`config.mk`:
```
export PLATFORM = sky130hd
export DESIGN_NAME = lbbt_query
export DESIGN_NICKNAME = d
export VERILOG_FILES = /design/src/rtl/lbbt_pkg.sv /design/src/rtl/lbbt_query.sv
export SDC_FILE = /design/constraint.sdc
export NUM_CORES = 1
export LEC_CHECK = 0
export BUFFER_PORTS_ARGS = -buffer_cell sky130_fd_sc_hd__clkbuf_2
export CORE_UTILIZATION = 45
export DETAILED_ROUTE_END_ITERATION = 10
export PLACE_DENSITY = 0.71
export SYNTH_ARGS = -nofsm -noshare
export SYNTH_HDL_FRONTEND = slang
export SYNTH_SLANG_ARGS = --single-unit
```
`constraint.sdc`:
```
create_clock -name vclk -period 7.33
set_input_delay 0.3665 -clock vclk [all_inputs]
set_output_delay 0.3665 -clock vclk [all_outputs]
set_load 0.01 [all_outputs]
```
`src/rtl/lbbt_pkg.sv`:
```
// Shared types and constants for the label bounding box tracker.
package lbbt_pkg;

    localparam int LABEL_COUNT = 256;
    localparam int COORD_BITS  = 12;
    localparam int LABEL_BITS  = $clog2(LABEL_COUNT);

    localparam int DIM_BITS    = 13;
    localparam int LBL_W       = 16;
    localparam int MAXLBL_BITS = 8;
    localparam int MARGIN_BITS = 9;
    localparam int CFG_BITS    = 13;
    localparam int ARITH_BITS  = 15;

    localparam logic [1:0] CFG_NUM_COLS   = 2'd0;
    localparam logic [1:0] CFG_NUM_ROWS   = 2'd1;
    localparam logic [1:0] CFG_MAX_LABEL  = 2'd2;
    localparam logic [1:0] CFG_BOX_MARGIN = 2'd3;

    typedef enum logic [1:0] {
        CMD_PIXEL = 2'd0,
        CMD_QUERY = 2'd1,
        CMD_CLEAR = 2'd2
    } t_cmd;

    typedef struct packed {
        t_cmd              cmd;
        logic [LBL_W-1:0]  label;
    } t_in_req;

    typedef struct packed {
        logic [LBL_W-1:0]    box_label;
        logic [DIM_BITS-1:0] col_lo;
        logic [DIM_BITS-1:0] row_lo;
        logic [DIM_BITS-1:0] box_width;
        logic [DIM_BITS-1:0] box_height;
        logic                bad_label;
    } t_out_req;

    typedef struct packed {
        logic [COORD_BITS-1:0] col_min;
        logic [COORD_BITS-1:0] col_max;
        logic [COORD_BITS-1:0] row_min;
        logic [COORD_BITS-1:0] row_max;
    } t_box_entry;

    typedef struct packed {
        logic                  en;
        logic [LABEL_BITS-1:0] addr;
        t_box_entry            data;
    } t_store_wr;

endpackage

```
`src/rtl/lbbt_query.sv`:
```
// Margin, clamp and size computation for a box query.
module lbbt_query
    import lbbt_pkg::*;
(
    input  t_box_entry              i_entry,
    input  logic                    i_hit,
    input  logic                    i_bad,
    input  logic [LBL_W-1:0]        i_label,
    input  logic [DIM_BITS-1:0]     i_num_cols,
    input  logic [DIM_BITS-1:0]     i_num_rows,
    input  logic signed [MARGIN_BITS-1:0] i_margin,
    output t_out_req                o_res
);

    logic signed [ARITH_BITS-1:0] margin;
    logic signed [ARITH_BITS-1:0] clo;
    logic signed [ARITH_BITS-1:0] chi;
    logic signed [ARITH_BITS-1:0] rlo;
    logic signed [ARITH_BITS-1:0] rhi;
    logic signed [ARITH_BITS-1:0] ncols;
    logic signed [ARITH_BITS-1:0] nrows;
    logic signed [ARITH_BITS-1:0] wid;
    logic signed [ARITH_BITS-1:0] hgt;

    always_comb begin
        margin = ARITH_BITS'(i_margin);
        ncols  = ARITH_BITS'(i_num_cols);
        nrows  = ARITH_BITS'(i_num_rows);
        clo = ARITH_BITS'(i_entry.col_min) - margin;
        chi = ARITH_BITS'(i_entry.col_max) + margin + 1'sd1;
        rlo = ARITH_BITS'(i_entry.row_min) - margin;
        rhi = ARITH_BITS'(i_entry.row_max) + margin + 1'sd1;
        if (clo < 0) begin
            clo = '0;
        end
        if (rlo < 0) begin
            rlo = '0;
        end
        if (chi > ncols) begin
            chi = ncols;
        end
        if (rhi > nrows) begin
            rhi = nrows;
        end
        wid = chi - clo;
        hgt = rhi - rlo;

        o_res           = '0;
        o_res.box_label = i_label;
        o_res.bad_label = i_bad;
        if (!i_bad && i_hit && (clo < chi) && (rlo < rhi)) begin
            o_res.col_lo     = DIM_BITS'(clo);
            o_res.row_lo     = DIM_BITS'(rlo);
            o_res.box_width  = DIM_BITS'(wid);
            o_res.box_height = DIM_BITS'(hgt);
        end
    end

endmodule

```
==> out/qor.csv <==
stage;metric;value;unit
floorplan;Ports;170;
setup_path;Buf/Inv on CP;4;
routing;via/cell ratio;5.50;
setup_path;critical path peak fanout;24;
timing;relative slew slack;58.1;%
grt;total track usage;23.6;%
routing;Pre-Repair DR Iteration Count;5;
placement;DP Cell Count;1058;
floorplan;DIE WIDTH;114;um
setup_path;Crit path max-delay family;compound AO/OA/AOI/OAI gates;
power_and_ir_drop;total chip power;944;uW
logic_synthesis;area share of the largest cell type after synthesis;28.2;%
logic_synthesis;syn_area_per_cell;7.33;um2
run_status;status;completed;
grt;number of global-route vias before repair;5510;
routing;drt total wl;15.6;mm
final_layout;Nets;1127;
cts;Post-CTS Hold Buffers;0;
routing;post-route ant nets;0;
logic_synthesis;Synth area leader;ha_1;
setup_path;Largest stage delay, worst path;0.43;ns
worst_hold_path;Worst Hold Class;input pin to primary output;
power_and_ir_drop;Comb power frac;100.0;%
power_and_ir_drop;Pleak;3.45;nW
final_layout;Non-Filler Instances;1058;
floorplan;die area;13100;um2
logic_synthesis;synth cell count leaders;128 x ha_1, 84 x nor2_1, 83 x inv_1;
timing;Tmin final;6.87;ns
power_and_ir_drop;Worst VDD drop;0.0930;mV
placement;I/O Buffers;138;
timing;RSZ-0062 raised after global routing;false;
timing;worst-margin pin slew;0.613;ns
logic_synthesis;Seq/Total Area, Yosys;0;%
routing;routed via count;5814;
floorplan;Initial Util;46.8;%
final_layout;Final Cell Area;6440;um2
logic_synthesis;Mapped Nets;1011;
placement;post-place instance area;6440;um2
logic_synthesis;synth unique cells;70;
setup_path;worst path required time;6.96;ns
flow_run;max_cap viols;0;
timing;Slew Limit Fails;0;
final_layout;clock buf count;0;
final_layout;# fillers;1274;
power_and_ir_drop;sw frac;55.9;%
placement;GP Congestion;0.901;
grt;largest net degree at the start of global routing;25;
logic_synthesis;Post-Syn Area;5690;um2
power_and_ir_drop;Reg power frac;0;%
routing;routed len/inst;14.8;um
logic_synthesis;largest cells by area after synthesis;ha_1 28%, nor2_1 5.5%, inv_1 5.5%;
power_and_ir_drop;pwr dens;147;nW/um2
setup_path;most used cell, CP;ha_1;
floorplan;core area;12200;um2
setup_path;WP data arrival;6.50;ns
grt;grt ovf;0;
routing;DR DRC count;0;
grt;first-pass GRT wire length;25.5;mm
final_layout;area delta synth->final;13.2;%
setup_path;Startpoint Class;input pin;
setup_path;CP max-delay cell;a2111oi_4;
logic_synthesis;cell count after synthesis;776;
final_layout;Seq cells;0;
timing;Setup TNS;0;ns
placement;HPWL Detailed;13.6;mm
setup_path;CP endpoint kind;primary output;
power_and_ir_drop;Clk pwr share;0;%
routing;1st-iter DRT viols;302;
power_and_ir_drop;internal cell power;416;uW
timing;Setup Viol. Count Final;0;
power_and_ir_drop;P_sw;528;uW
floorplan;Vert. Die Dim;114;um
timing;maximum clock rate;0.146;GHz
floorplan;Site Rows;40;
logic_synthesis;cell with the most instances after synthesis;ha_1;
final_layout;multi-input logic area;5160;um2
final_layout;Diodes inserted;0;
final_layout;register area;0;um2
logic_synthesis;Yosys warning count;0;
grt;initial antenna violation count;0;
timing;fin crit share;93.7;%
final_layout;share of cells above drive strength 1;20.7;%
timing;final hold viol count;0;
setup_path;Crit Path Category;input pin to primary output;
## power by group through the flow
stage	logic, mW	clock network [mW]	registers [mW]
after floorplan	0.735	0	0
final	0.944	0	0
after global placement	0.926	0	0
after global routing	1.06	0	0
after detailed placement	0.930	0	0
after CTS	0.937	0	0
## worst paths after layout
check	startpoint	endpoint	slack, ns	cells past startpoint
worst max-delay path	i_margin[1]	o_res[17]	0.46	29
worst min-delay path	i_label[6]	o_res[59]	0.73	0
## metrics by stage
| stage | hold WS, ns | worst slack (ns) | util (%) |
|---|---|---|---|
| 5_1_grt | 0.733 | 0.00115 | 53.0 |
| 4_1_cts | 0.733 | 0.270 | 52.9 |
| 6_report | 0.733 | 0.459 | 53.0 |
| 3_3_place_gp | 0.733 | 0.476 | 52.9 |
| 2_1_floorplan | 0.825 | 1.23 | - |
| 3_5_place_dp | 0.733 | 0.302 | 52.9 |
## final cells by class
class	instances	share of cell area, %
inverter	83	4.84
multi-input combinational	662	80.2
tap	168	3.26
timing repair buffer	145	11.7
## layer usage
layer	track usage, %	part of all wire, %	vias up
li1	-	-	3003
met1	31.0	47	2652
met2	43.9	48	143
met3	1.06	3.8	16
met4	2.34	1.0	0
met5	0	0	-
## cells in the final DEF (no fill, tap or decap), types with 23 or more instances in the layout
master,synthesis,layout
clkbuf_2,0,138
ha_1,128,128
nor2_1,84,84
inv_1,83,83
a21oi_1,50,50
nand2_1,43,43
o21ai_0,38,37
o21a_1,32,32
xnor2_1,30,30
nor3_1,23,23
mux2i_1,23,23
## logic make-up (layout without fill, tap and decap cells)
kind of cell,count (synthesis),count (layout),share of synthesized area [%]
fa+ha+maj,134,134,30.3
simple gates,225,225,18.8
buf+inv,114,228,9.32
mux,44,44,8.60
xor+xnor,38,38,5.85
compound gates,221,221,27.2
## timing repair
item / 4_1_cts / 5_1_grt
setup endpoints to repair: 0 / 34
resized for setup: 0 / 2
buffers inserted: 0 / 0
hold endpoints to repair: 0 / 0
(Power assumes the default switching activity.)
