## src/rtl/lbbt_pkg.sv

```systemverilog
// Shared types and constants for the label bounding box tracker.
package lbbt_pkg;

    localparam int LABEL_COUNT = 256;
    localparam int COORD_BITS  = 12;
    localparam int LABEL_BITS  = $clog2(LABEL_COUNT);

    localparam int DIM_BITS    = 13;
    localparam int LBL_W       = 16;
    localparam int MAXLBL_BITS = 8;
    localparam int MARGIN_BITS = 9;
    localparam int CFG_BITS    = 13;
    localparam int ARITH_BITS  = 15;

    localparam logic [1:0] CFG_NUM_COLS   = 2'd0;
    localparam logic [1:0] CFG_NUM_ROWS   = 2'd1;
    localparam logic [1:0] CFG_MAX_LABEL  = 2'd2;
    localparam logic [1:0] CFG_BOX_MARGIN = 2'd3;

    typedef enum logic [1:0] {
        CMD_PIXEL = 2'd0,
        CMD_QUERY = 2'd1,
        CMD_CLEAR = 2'd2
    } t_cmd;

    typedef struct packed {
        t_cmd              cmd;
        logic [LBL_W-1:0]  label;
    } t_in_req;

    typedef struct packed {
        logic [LBL_W-1:0]    box_label;
        logic [DIM_BITS-1:0] col_lo;
        logic [DIM_BITS-1:0] row_lo;
        logic [DIM_BITS-1:0] box_width;
        logic [DIM_BITS-1:0] box_height;
        logic                bad_label;
    } t_out_req;

    typedef struct packed {
        logic [COORD_BITS-1:0] col_min;
        logic [COORD_BITS-1:0] col_max;
        logic [COORD_BITS-1:0] row_min;
        logic [COORD_BITS-1:0] row_max;
    } t_box_entry;

    typedef struct packed {
        logic                  en;
        logic [LABEL_BITS-1:0] addr;
        t_box_entry            data;
    } t_store_wr;

endpackage

```

## src/rtl/lbbt_scan.sv

```systemverilog
// Raster scan position counters.
module lbbt_scan
    import lbbt_pkg::*;
(
    input  logic                  i_clk,
    input  logic                  i_rst_n,
    input  logic                  i_step,
    input  logic                  i_clear,
    input  logic [DIM_BITS-1:0]   i_num_cols,
    input  logic [DIM_BITS-1:0]   i_num_rows,
    output logic [COORD_BITS-1:0] o_col,
    output logic [COORD_BITS-1:0] o_row
);

    logic [COORD_BITS-1:0] r_col;
    logic [COORD_BITS-1:0] r_row;
    logic [COORD_BITS-1:0] n_col;
    logic [COORD_BITS-1:0] n_row;
    logic [COORD_BITS:0]   col_inc;
    logic [COORD_BITS:0]   row_inc;

    always_comb begin
        col_inc = {1'b0, r_col} + 1'b1;
        row_inc = {1'b0, r_row} + 1'b1;
        n_col   = r_col;
        n_row   = r_row;
        if (i_clear) begin
            n_col = '0;
            n_row = '0;
        end else if (i_step) begin
            if ((col_inc[COORD_BITS-1:0] == '0) ||
                    (DIM_BITS'(col_inc) >= i_num_cols)) begin
                n_col = '0;
                if ((row_inc[COORD_BITS-1:0] == '0) ||
                        (DIM_BITS'(row_inc) >= i_num_rows)) begin
                    n_row = '0;
                end else begin
                    n_row = row_inc[COORD_BITS-1:0];
                end
            end else begin
                n_col = col_inc[COORD_BITS-1:0];
            end
        end
    end

    always_ff @(posedge i_clk) begin
        if (!i_rst_n) begin
            r_col <= '0;
            r_row <= '0;
        end else begin
            r_col <= n_col;
            r_row <= n_row;
        end
    end

    assign o_col = r_col;
    assign o_row = r_row;

endmodule

```

## config.mk

```make
export PLATFORM = sky130hd
export DESIGN_NAME = lbbt_scan
export DESIGN_NICKNAME = d
export VERILOG_FILES = /design/src/rtl/lbbt_pkg.sv /design/src/rtl/lbbt_scan.sv
export SDC_FILE = /design/constraint.sdc
export NUM_CORES = 1
export LEC_CHECK = 0
export BUFFER_PORTS_ARGS = -buffer_cell sky130_fd_sc_hd__buf_2
export CAP_MARGIN = 20
export CORE_UTILIZATION = 25
export CTS_BUF_LIST = sky130_fd_sc_hd__clkbuf_8
export DETAILED_ROUTE_END_ITERATION = 10
export GPL_TIMING_DRIVEN = 0
export PLACE_DENSITY = 0.5
export SYNTH_ARGS = -nofsm -noshare
export SYNTH_HDL_FRONTEND = slang
export SYNTH_SLANG_ARGS = --single-unit
export TNS_END_PERCENT = 50
```

## constraint.sdc

```tcl
create_clock -name i_clk -period 3.6 [get_ports i_clk]
set_input_delay 0.18 -clock i_clk [delete_from_list [all_inputs] [get_ports i_clk]]
set_output_delay 0.18 -clock i_clk [all_outputs]
set_load 0.005 [all_outputs]
```

==> results of run 1 <==
-- through the flow --
stage	utilization, %	instance area, um2
2_1_floorplan	-	2232
3_3_place_gp	30.33	2633
3_5_place_dp	30.33	2633
4_1_cts	31.43	2728
5_1_grt	31.72	2753
6_report	31.72	2753
-- cell usage after synthesis (all sizes together), types with 4 or more instances --
cell	instances	share of area, %
ha	30	17
inv	30	5.0
nand2	27	4.5
nand3	25	5.6
dfxtp	24	22
a21oi	19	4.3
nor2	16	2.7
xnor2	13	5.1
buf	10	2.1
o21ai	9	2.0
xor2	9	3.5
nor3	8	2.0
a21o	6	2.0
a32o	6	2.7
a31oi	5	1.4
and2	5	1.4
clkbuf	5	0.90
nand4	4	1.1
nor4	4	1.8
-- sequential cells by signal (all words and copies together) (netlist names) --
| name | cells |
|---|---|
| o_col | 12 |
| o_row | 12 |
-- final cells by class --
cell class	count	share of cell area, %
multi-input cells	219	57.50
flip-flops and latches	24	17.55
repair buffers	57	10.73
well taps	108	4.909
inverters	31	4.227
plain buffers	15	2.500
clock buffers	3	1.500
clock inverters	1	1.091
-- power by group through the flow --
| stage | Clock, mW | Combinational [mW] | Sequential [mW] |
|---|---|---|---|
| 3_3_place_gp | 0 | 0.0558 | 0.274 |
| 3_5_place_dp | 0 | 0.0576 | 0.274 |
| 5_1_grt | 0.262 | 0.0676 | 0.268 |
| 6_report | 0.241 | 0.0579 | 0.268 |
| 4_1_cts | 0.249 | 0.0584 | 0.268 |
| 2_1_floorplan | 0 | 0.0307 | 0.273 |
-- cell usage in the layout (no fill, tap or decap), drive strengths merged, types with 5 or more instances in the layout --
cell	Yosys	routed
xor2	9	9
ha	30	30
xnor2	13	13
a21o	6	6
buf	10	66
nand3	25	25
a21oi	19	19
a32o	6	6
nand2	27	27
dfxtp	24	24
nor2	16	16
nor3	8	8
a31oi	5	5
inv	30	30
and2	5	5
o21ai	9	9
clkbuf	5	9
-- logic make-up (layout without fill, tap and decap cells) --
group | after synthesis | after routing | synth area share [%]
fa+ha+maj | 30 | 30 | 16.82
xor+xnor | 22 | 22 | 8.633
mux | 1 | 1 | 0.4484
simple gates | 104 | 104 | 25.17
compound gates | 62 | 62 | 19.23
flops | 24 | 24 | 21.52
buf+inv | 46 | 107 | 8.183
-- routing by layer --
layer | global-route usage, % | wire length [um] | share of wire, %
met4 | 2.206 | 42 | 0.74
met5 | 0 | 0 | 0
met2 | 20.77 | 2616 | 46
met3 | 2.269 | 177 | 3.1
met1 | 16.88 | 2842 | 50
-- how the worst min path moves through the flow --
stage / start / endpoint / slack [ns]
finish: i_step / o_col[2] / 0.31
global route: i_step / o_col[2] / 0.35
CTS: i_step / o_col[2] / 0.30
detailed placement: o_row[11] / o_row[11] / 0.53
global placement: o_row[11] / o_row[11] / 0.52
floorplan: i_step / o_col[2] / 0.39
-- worst max-delay path, delay by kind of cell, from the launching register on --
kind                       cells  cell delay, ns
DFF                            1            0.42
adders and majority gates      2            0.43
AOI/OAI and AO/OA              3            0.79
xor gates and xnor gates       1            0.17
and+or+nand+nor                6            0.95
buffers and inverters          2            0.48
-- repair_timing --
action | in CTS | in global routing
buffers inserted | 2 | 2
resized for setup | 2 | 4
gates cloned | 0 | 0
setup endpoints to repair | 18 | 21
pin swaps | 1 | 2
endpoints found under the hold margin | 0 | 0
==> reports/summary.txt, run 1 <==
status: complete, no violations
sequential area share after synthesis: 21.52%
Crit Path Class: reg -> reg
Critical Path RT: 3.79 ns
final HPWL from detailed placement: 4428 um
Switching Share: 22.41%
syn_area_per_cell: 7.724 um2
Pwr Total: 0.5670 mW
Final nets: 411
clock group share of total power: 42.6%
ANT nets after route: 0
R2R cell count: 14
PortBufs: 53
Netlist cell types: 51
drt drc: 0
YS warnings: 0
ys flop type: dfxtp_1
Initial Util: 25.72%
share of post-route cells with drive strength above 1: 22.86%
GRT overflow: 0
initial antenna violation count: 0
Die Span Y: 96.49 um
hold_buf cts: 0
via count: 2192
clock buffer count from CTS: 3
Max FO, Critical Path: 10
Hold Crit Depth: 4
P_leak: 1.371 nW
post-synthesis to final-layout area growth: 23.32%
CTS tree: yes
Max-Cap Viols: 0
Tcrit/Tclk final: 92.85%
vias in the first global route: 1968
initial drt markers: 68
CP Cell Sequence: ha_1, buf_2, and3_1, and2_1, xor2_1, ha_1, nand2_1, nor2_1, a2111oi_0, a21oi_1, nor3_4, clkbuf_4, nand3_1, a31oi_1
RSZ-0062 raised after global routing: yes
Vias per Instance: 4.786
worst rel slew slack: 60.86%
Worst-Margin Slew: 0.5871 ns
CP startpoint: o_col[0]
Ports: 54
Final Worst Setup Slack: 0.2574 ns
Final Non-Filler Cells: 458
crit path DAT: 3.53 ns
Max rail drop VDD: 0.1758 mV
global-route wire length before repair: 9204 um
R2R Setup Slk: 0.26 ns
clk slew on worst S/H paths: 0.09 ns
Sum Neg Setup Slack: 0 ns
Post-synth EDFFs: 0
Slew Limit Fails: 0
CP startpoint kind: register
internal power: 0.4400 mW
Final Hold Fails: 0
max frequency: 299.2 MHz
synthesized area: 2232 um2
die area: 9310 um2
Clk Latency, worst-skew pair: 0.27 ns
Async S/R FF share, synth: 0%
placed cell count: 450
final WL: 5679 um
slowest stage delay, CP: 0.42 ns
largest net degree at the start of global routing: 15
GP Congestion: 0.8191
combinational share of power: 10.2%
multi-input logic area: 1583 um2
core area: 8678 um2
crit-path most repeated cell: ha_1
R2R Path End: o_col[5]
min-delay worst type: in -> reg
Rows: 34
Seq pwr share: 47.2%
Worst Skew: 0.001575 ns
flops & latches, synth: 24
minimum clock period: 3.343 ns
TritonCTS Sinks: 24
Crit. End Element: register
root buf cell: clkbuf_8
hold slack: 0.3142 ns
Place WS: -0.1435 ns
Die Width: 96.49 um
WL per Instance: 12.40 um
# setup viols final: 0
Net Count, Synth: 349
Switch Pwr: 0.1270 mW
Crit Reg-Reg Startpoint: o_col[0]
number of fill cells: 953
Total GRT Usage: 12.47%
Crit-path slowest cell: dfxtp_2
cells after synthesis: 289
Setup crit end: o_col[5]
CTS H-tree lvls: 1
diodes inserted: 0
CTS Buffer Depth: 2
Pre-Repair DR Iteration Count: 4
FF/Latch Area: 483.0 um2
pwr/cell area: 206.0 nW/um2
No activity file was read; power rests on OpenSTA's default activity.
==> inputs of run 2 (changes only) <==
--- a/config.mk
+++ b/config.mk
@@ -5,6 +5,7 @@
 export SDC_FILE = /design/constraint.sdc
 export NUM_CORES = 1
 export LEC_CHECK = 0
+export ABC_AREA = 1
 export BUFFER_PORTS_ARGS = -buffer_cell sky130_fd_sc_hd__buf_2
 export CAP_MARGIN = 20
 export CORE_UTILIZATION = 25
@@ -12,6 +13,7 @@
 export DETAILED_ROUTE_END_ITERATION = 10
 export GPL_TIMING_DRIVEN = 0
 export PLACE_DENSITY = 0.5
+export SLEW_MARGIN = 20
 export SYNTH_ARGS = -nofsm -noshare
 export SYNTH_HDL_FRONTEND = slang
 export SYNTH_SLANG_ARGS = --single-unit
==> reports/summary.txt, run 2 <==
cell with the most instances after synthesis: nand2_1
initial drt markers: 46
Tcrit/Tclk final: 85.11%
CP startpoint: o_col[0]
R2R cell count: 15
Async S/R FF share, synth: 0%
worst rel slew slack: 63.95%
number of fill cells: 1124
Pre-Repair DR Iteration Count: 4
initial antenna violation count: 0
Total GRT Usage: 14.04%
commonest non-fill, non-tap cell in the layout: nand2_1
synthesized area: 2462 um2
via count: 2714
global-route wire length before repair: 11520 um
Hold Path Origin: i_clear
PortBufs: 52
Critical Path RT: 3.81 ns
CTS H-tree lvls: 1
Post-synth top cells: nand2_1, inv_1, nor2_1
minimum clock period: 3.064 ns
diodes inserted: 0
CP startpoint kind: register
core area: 9371 um2
Crit Path Class: reg -> reg
Worst-Margin Slew: 0.5407 ns
Worst Skew: 0.002685 ns
GP Congestion: 0.7847
clock buffer count from CTS: 3
Final Hold Fails: 0
WL per Instance: 11.06 um
CTS tree: yes
post-synth top area cell: dfxtp_1
Die Width: 101.2 um
post-synthesis to final-layout area growth: 18.80%
root buf cell: clkbuf_8
R2R Path End: o_col[7]
Post-CTS Setup Inserts: 0
P_leak: 1.738 nW
TritonCTS Sinks: 24
ANT nets after route: 0
final HPWL from detailed placement: 5437 um
hold slack: 0.2134 ns
die area: 10250 um2
Vias per Instance: 4.449
cells after synthesis: 426
ys flop type: dfxtp_1
synth top area cells: dfxtp_1, nand2_1, ha_1, inv_1, nor2_1
Netlist cell types: 24
R2R Setup Slk: 0.54 ns
hold_buf cts: 0
Slew Limit Fails: 0
vias in the first global route: 2497
share of the synthesized area in the top cell type: 19.51%
RSZ-0062 raised after global routing: no
Crit Reg-Reg Startpoint: o_col[0]
Max-Cap Viols: 0
Final nets: 543
Rows: 35
# setup viols final: 0
Sum Neg Setup Slack: 0 ns
status: complete, no violations
min-delay worst type: in -> reg
hold worst-path end: o_row[1]
Initial Util: 26.28%
syn_area_per_cell: 5.780 um2
drt drc: 0
Net Count, Synth: 486
post_cts resized: 0
largest net degree at the start of global routing: 13
max frequency: 326.4 MHz
GRT overflow: 0
share of post-route cells with drive strength above 1: 14.97%
Max FO, Critical Path: 10
pwr/cell area: 171.9 nW/um2
Die Span Y: 101.2 um
final WL: 6747 um
crit path DAT: 3.27 ns
Max rail drop VDD: 0.09582 mV
Hold Crit Depth: 4
Post-synth EDFFs: 0
Ports: 54
most frequent cells in the layout: nand2_1, inv_1, nor2_1, buf_2, ha_1
clk slew on worst S/H paths: 0.09 ns
Clk Latency, worst-skew pair: 0.27 ns
YS warnings: 0
CTS Buffer Depth: 2
flops & latches, synth: 24
sequential area share after synthesis: 19.51%
Crit. End Element: register
run 2: cell count changes after synthesis, moves of 6 or more:
cell,delta
a21o_1,-6
a32o_1,-6
inv_1,+46
nand2_1,+101
nand4_1,+20
nor2_1,+41
xnor2_1,-13
xor2_1,-9
run 2: metal layers:
| layer | wire, um | global-route usage (%) |
|---|---|---|
| met2 | 3219 | 25.07 |
| met1 | 3242 | 17.82 |
| met4 | 15 | 3.344 |
| met3 | 269 | 1.863 |
| met5 | 0 | 0 |
run 2: worst max-delay path by stage:
stage               endpoint  cells after the start
finish              o_col[7]                     15
global route        o_row[5]                     19
CTS                 o_row[8]                     19
detailed placement  o_row[8]                     19
global placement    o_row[0]                     17
floorplan           o_row[0]                     19
run 2: layout make-up:
class	instances	area, um2	share of cell area, %
inverters	77	289.0	9.880
repair buffers	52	260.3	8.896
plain buffers	9	47.55	1.625
flip-flops and latches	24	480.5	16.42
clock buffers	3	41.29	1.411
well taps	129	161.4	5.518
multi-input cells	316	1645	56.24
run 2: critical path: stages, from the launching register on:
cell and delay (ns):
dfxtp_1 0.49, ha_1 0.25, nand3_1 0.12, nor2_2 0.17, nand3_1 0.11, nor2_1 0.14
ha_1 0.28, nand2_1 0.13, o21bai_1 0.12, nand2_1 0.07, a21oi_1 0.12, nand2_1 0.06
nor2_1 0.35, buf_2 0.32, nand4_1 0.14, a21oi_1 0.15
run 2: logic make-up after synthesis:
kind of cell	after synthesis	share of synthesized area, %
buffers and inverters	86	13.67
AOI/OAI and AO/OA	36	7.927
DFF	24	19.51
adders and majority gates	30	15.24
and+or+nand+nor	250	43.65
run 2: through the flow:
stage / cell area, um2 / util, % / setup slack, ns / cells / power (mW)
detailed placement: 2884 / 30.77 / 0.5642 / 607 / 0.3405
floorplan: 2462 / - / 1.060 / 426 / 0.3126
global placement: 2884 / 30.77 / 0.5812 / 607 / 0.3391
global route: 2925 / 31.22 / 0.1890 / 610 / 0.5318
CTS: 2925 / 31.22 / 0.5568 / 610 / 0.5144
finish: 2925 / 31.22 / 0.5361 / 610 / 0.5028
run 2: power by group:
group	leakage (nW)	total (mW)	switching, mW	internal, mW
logic	1.52	0.0657	0.0375	0.0282
registers	0.193	0.268	0.00177	0.266
clock network	0.0216	0.169	0.0941	0.0751
total	1.74	0.503	0.133	0.369
==> inputs of run 3 (changes only) <==
--- a/config.mk
+++ b/config.mk
@@ -12,7 +12,6 @@
 export CTS_BUF_LIST = sky130_fd_sc_hd__clkbuf_8
 export DETAILED_ROUTE_END_ITERATION = 10
 export GPL_TIMING_DRIVEN = 0
-export PLACE_DENSITY = 0.5
 export SLEW_MARGIN = 20
 export SYNTH_ARGS = -nofsm -noshare
 export SYNTH_HDL_FRONTEND = slang
==> reports/summary.txt, run 3 (same netlist as run 2, synthesis figures left out) <==
status: complete, no violations
Pre-Repair DR Iteration Count: 4
Max FO, Critical Path: 10
initial drt markers: 72
Switching Share: 23.71%
share of post-route cells with drive strength above 1: 15.15%
Place WS: 0.5530 ns
crit-path most repeated cell: nand2_1
Worst-Margin Slew: 0.5282 ns
internal power: 0.4432 mW
Final nets: 543
drt drc: 0
Ports: 54
largest net degree at the start of global routing: 15
Max-Cap Viols: 0
Crit Path Class: reg -> reg
Placed Area: 2884 um2
vias in the first global route: 2534
Crit-path slowest cell: dfxtp_1
Vias per Instance: 4.390
commonest non-fill, non-tap cell in the layout: nand2_1
TritonCTS Sinks: 24
Final Worst Setup Slack: 0.5008 ns
P_leak: 1.752 nW
CTS tree: yes
ANT nets after route: 0
WL per Instance: 10.94 um
GP Congestion: 0.8311
pwr/cell area: 196.6 nW/um2
Clk Latency, worst-skew pair: 0.28 ns
Final Cell Area: 2955 um2
Max rail drop VDD: 0.1048 mV
Initial Util: 26.28%
Critical Path RT: 3.81 ns
Tcrit/Tclk final: 86.09%
core area: 9371 um2
final WL: 6684 um
PortBufs: 52
global-route wire length before repair: 11580 um
die area: 10250 um2
Seq pwr share: 46.1%
Crit. End Element: register
Switch Pwr: 0.1377 mW
CTS Buffer Depth: 2
# setup viols final: 0
GRT overflow: 0
max frequency: 322.7 MHz
Worst Skew: 0.003704 ns
crit path DAT: 3.31 ns
min-delay worst type: in -> reg
worst rel slew slack: 64.79%
CP startpoint kind: register
RSZ-0062 raised after global routing: no
Final Hold Fails: 0
clk slew on worst S/H paths: 0.10 ns
Post-CTS Setup Inserts: 0
CP top delay family: simple AND/OR/NAND/NOR gates
minimum clock period: 3.099 ns
clock group share of total power: 42.6%
hold slack: 0.2170 ns
hold_buf cts: 0
Slew Limit Fails: 0
via count: 2682
post-synthesis to final-layout area growth: 20.02%
CP Cell Sequence: ha_1, nand3_1, nor2_2, nand3_1, nand2_1, inv_2, ha_1, nand2_1, inv_1, o21bai_1, nand2_1, a21oi_1, nand2_1, nor2_1, buf_2, nand4_1, a21oi_1
slowest stage delay, CP: 0.50 ns
most frequent cells in the layout: nand2_1, inv_1, nor2_1, buf_2, ha_1
Rows: 35
root buf cell: clkbuf_8
initial antenna violation count: 0
Total GRT Usage: 13.98%
CTS H-tree lvls: 1
post_cts resized: 0
Die Width: 101.2 um
Buf/Inv on CP: 3
Die Span Y: 101.2 um
clock buffer count from CTS: 3
combinational share of power: 11.3%
Pwr Total: 0.5809 mW
Sum Neg Setup Slack: 0 ns
diodes inserted: 0
final HPWL from detailed placement: 5411 um
[run 3: changes by cell type in the layout (fill, tap and decap cells not counted), sizes merged]
cell and delta:
bufinv +1
[run 3: path summary, 6_finish.rpt]
| check | startpoint | end | slack [ns] | cells past startpoint |
|---|---|---|---|---|
| setup / recovery | o_col[0] | o_col[2] | 0.50 | 17 |
| hold / removal | i_clear | o_row[1] | 0.22 | 4 |
| setup reg to reg | o_col[0] | o_col[2] | 0.50 | 17 |
| hold reg to reg | o_col[11] | o_col[11] | 0.51 | 2 |
[run 3: worst register-to-register path, stage by stage, from the launching register on]
cell and delay (ns):
dfxtp_1 0.50, ha_1 0.25, nand3_1 0.13, nor2_2 0.16, nand3_1 0.12, nand2_1 0.10
inv_2 0.05, ha_1 0.31, nand2_1 0.07, inv_1 0.03, o21bai_1 0.11, nand2_1 0.07
a21oi_1 0.12, nand2_1 0.07, nor2_1 0.36, buf_2 0.32, nand4_1 0.12, a21oi_1 0.16
[run 3: metal layers]
| layer | part of all wire [%] | vias to the layer above | track usage (%) |
|---|---|---|---|
| li1 | - | 1460 | - |
| met1 | 48 | 1164 | 17.44 |
| met2 | 47 | 53 | 25.33 |
| met3 | 4.5 | 5 | 2.484 |
| met4 | 0.61 | 0 | 2.341 |
| met5 | 0 | - | 0 |
[run 3: power groups by stage]
stage	Clock [mW]	Sequential, mW	Combinational (mW)
floorplan	0	0.274	0.0390
global placement	0	0.274	0.0641
detailed placement	0	0.274	0.0666
CTS	0.253	0.268	0.0670
global route	0.262	0.268	0.0766
finish	0.247	0.268	0.0655
[run 3: metrics by stage]
step	cells	util, %
4_1_cts	611	31.54
3_5_place_dp	607	30.77
2_1_floorplan	426	-
5_1_grt	611	31.54
6_report	611	31.54
3_3_place_gp	607	30.77
[run 3: cell type report]
| type | count | area (um2) |
|---|---|---|
| timing repair buffer | 52 | 260.3 |
| inverter | 77 | 289.0 |
| buffer | 9 | 47.55 |
| clock buffer | 3 | 41.29 |
| sequential | 24 | 480.5 |
| clock inverter | 1 | 30.03 |
| fill | 1082 | 6416 |
| multi-input combinational | 316 | 1645 |
| tap | 129 | 161.4 |
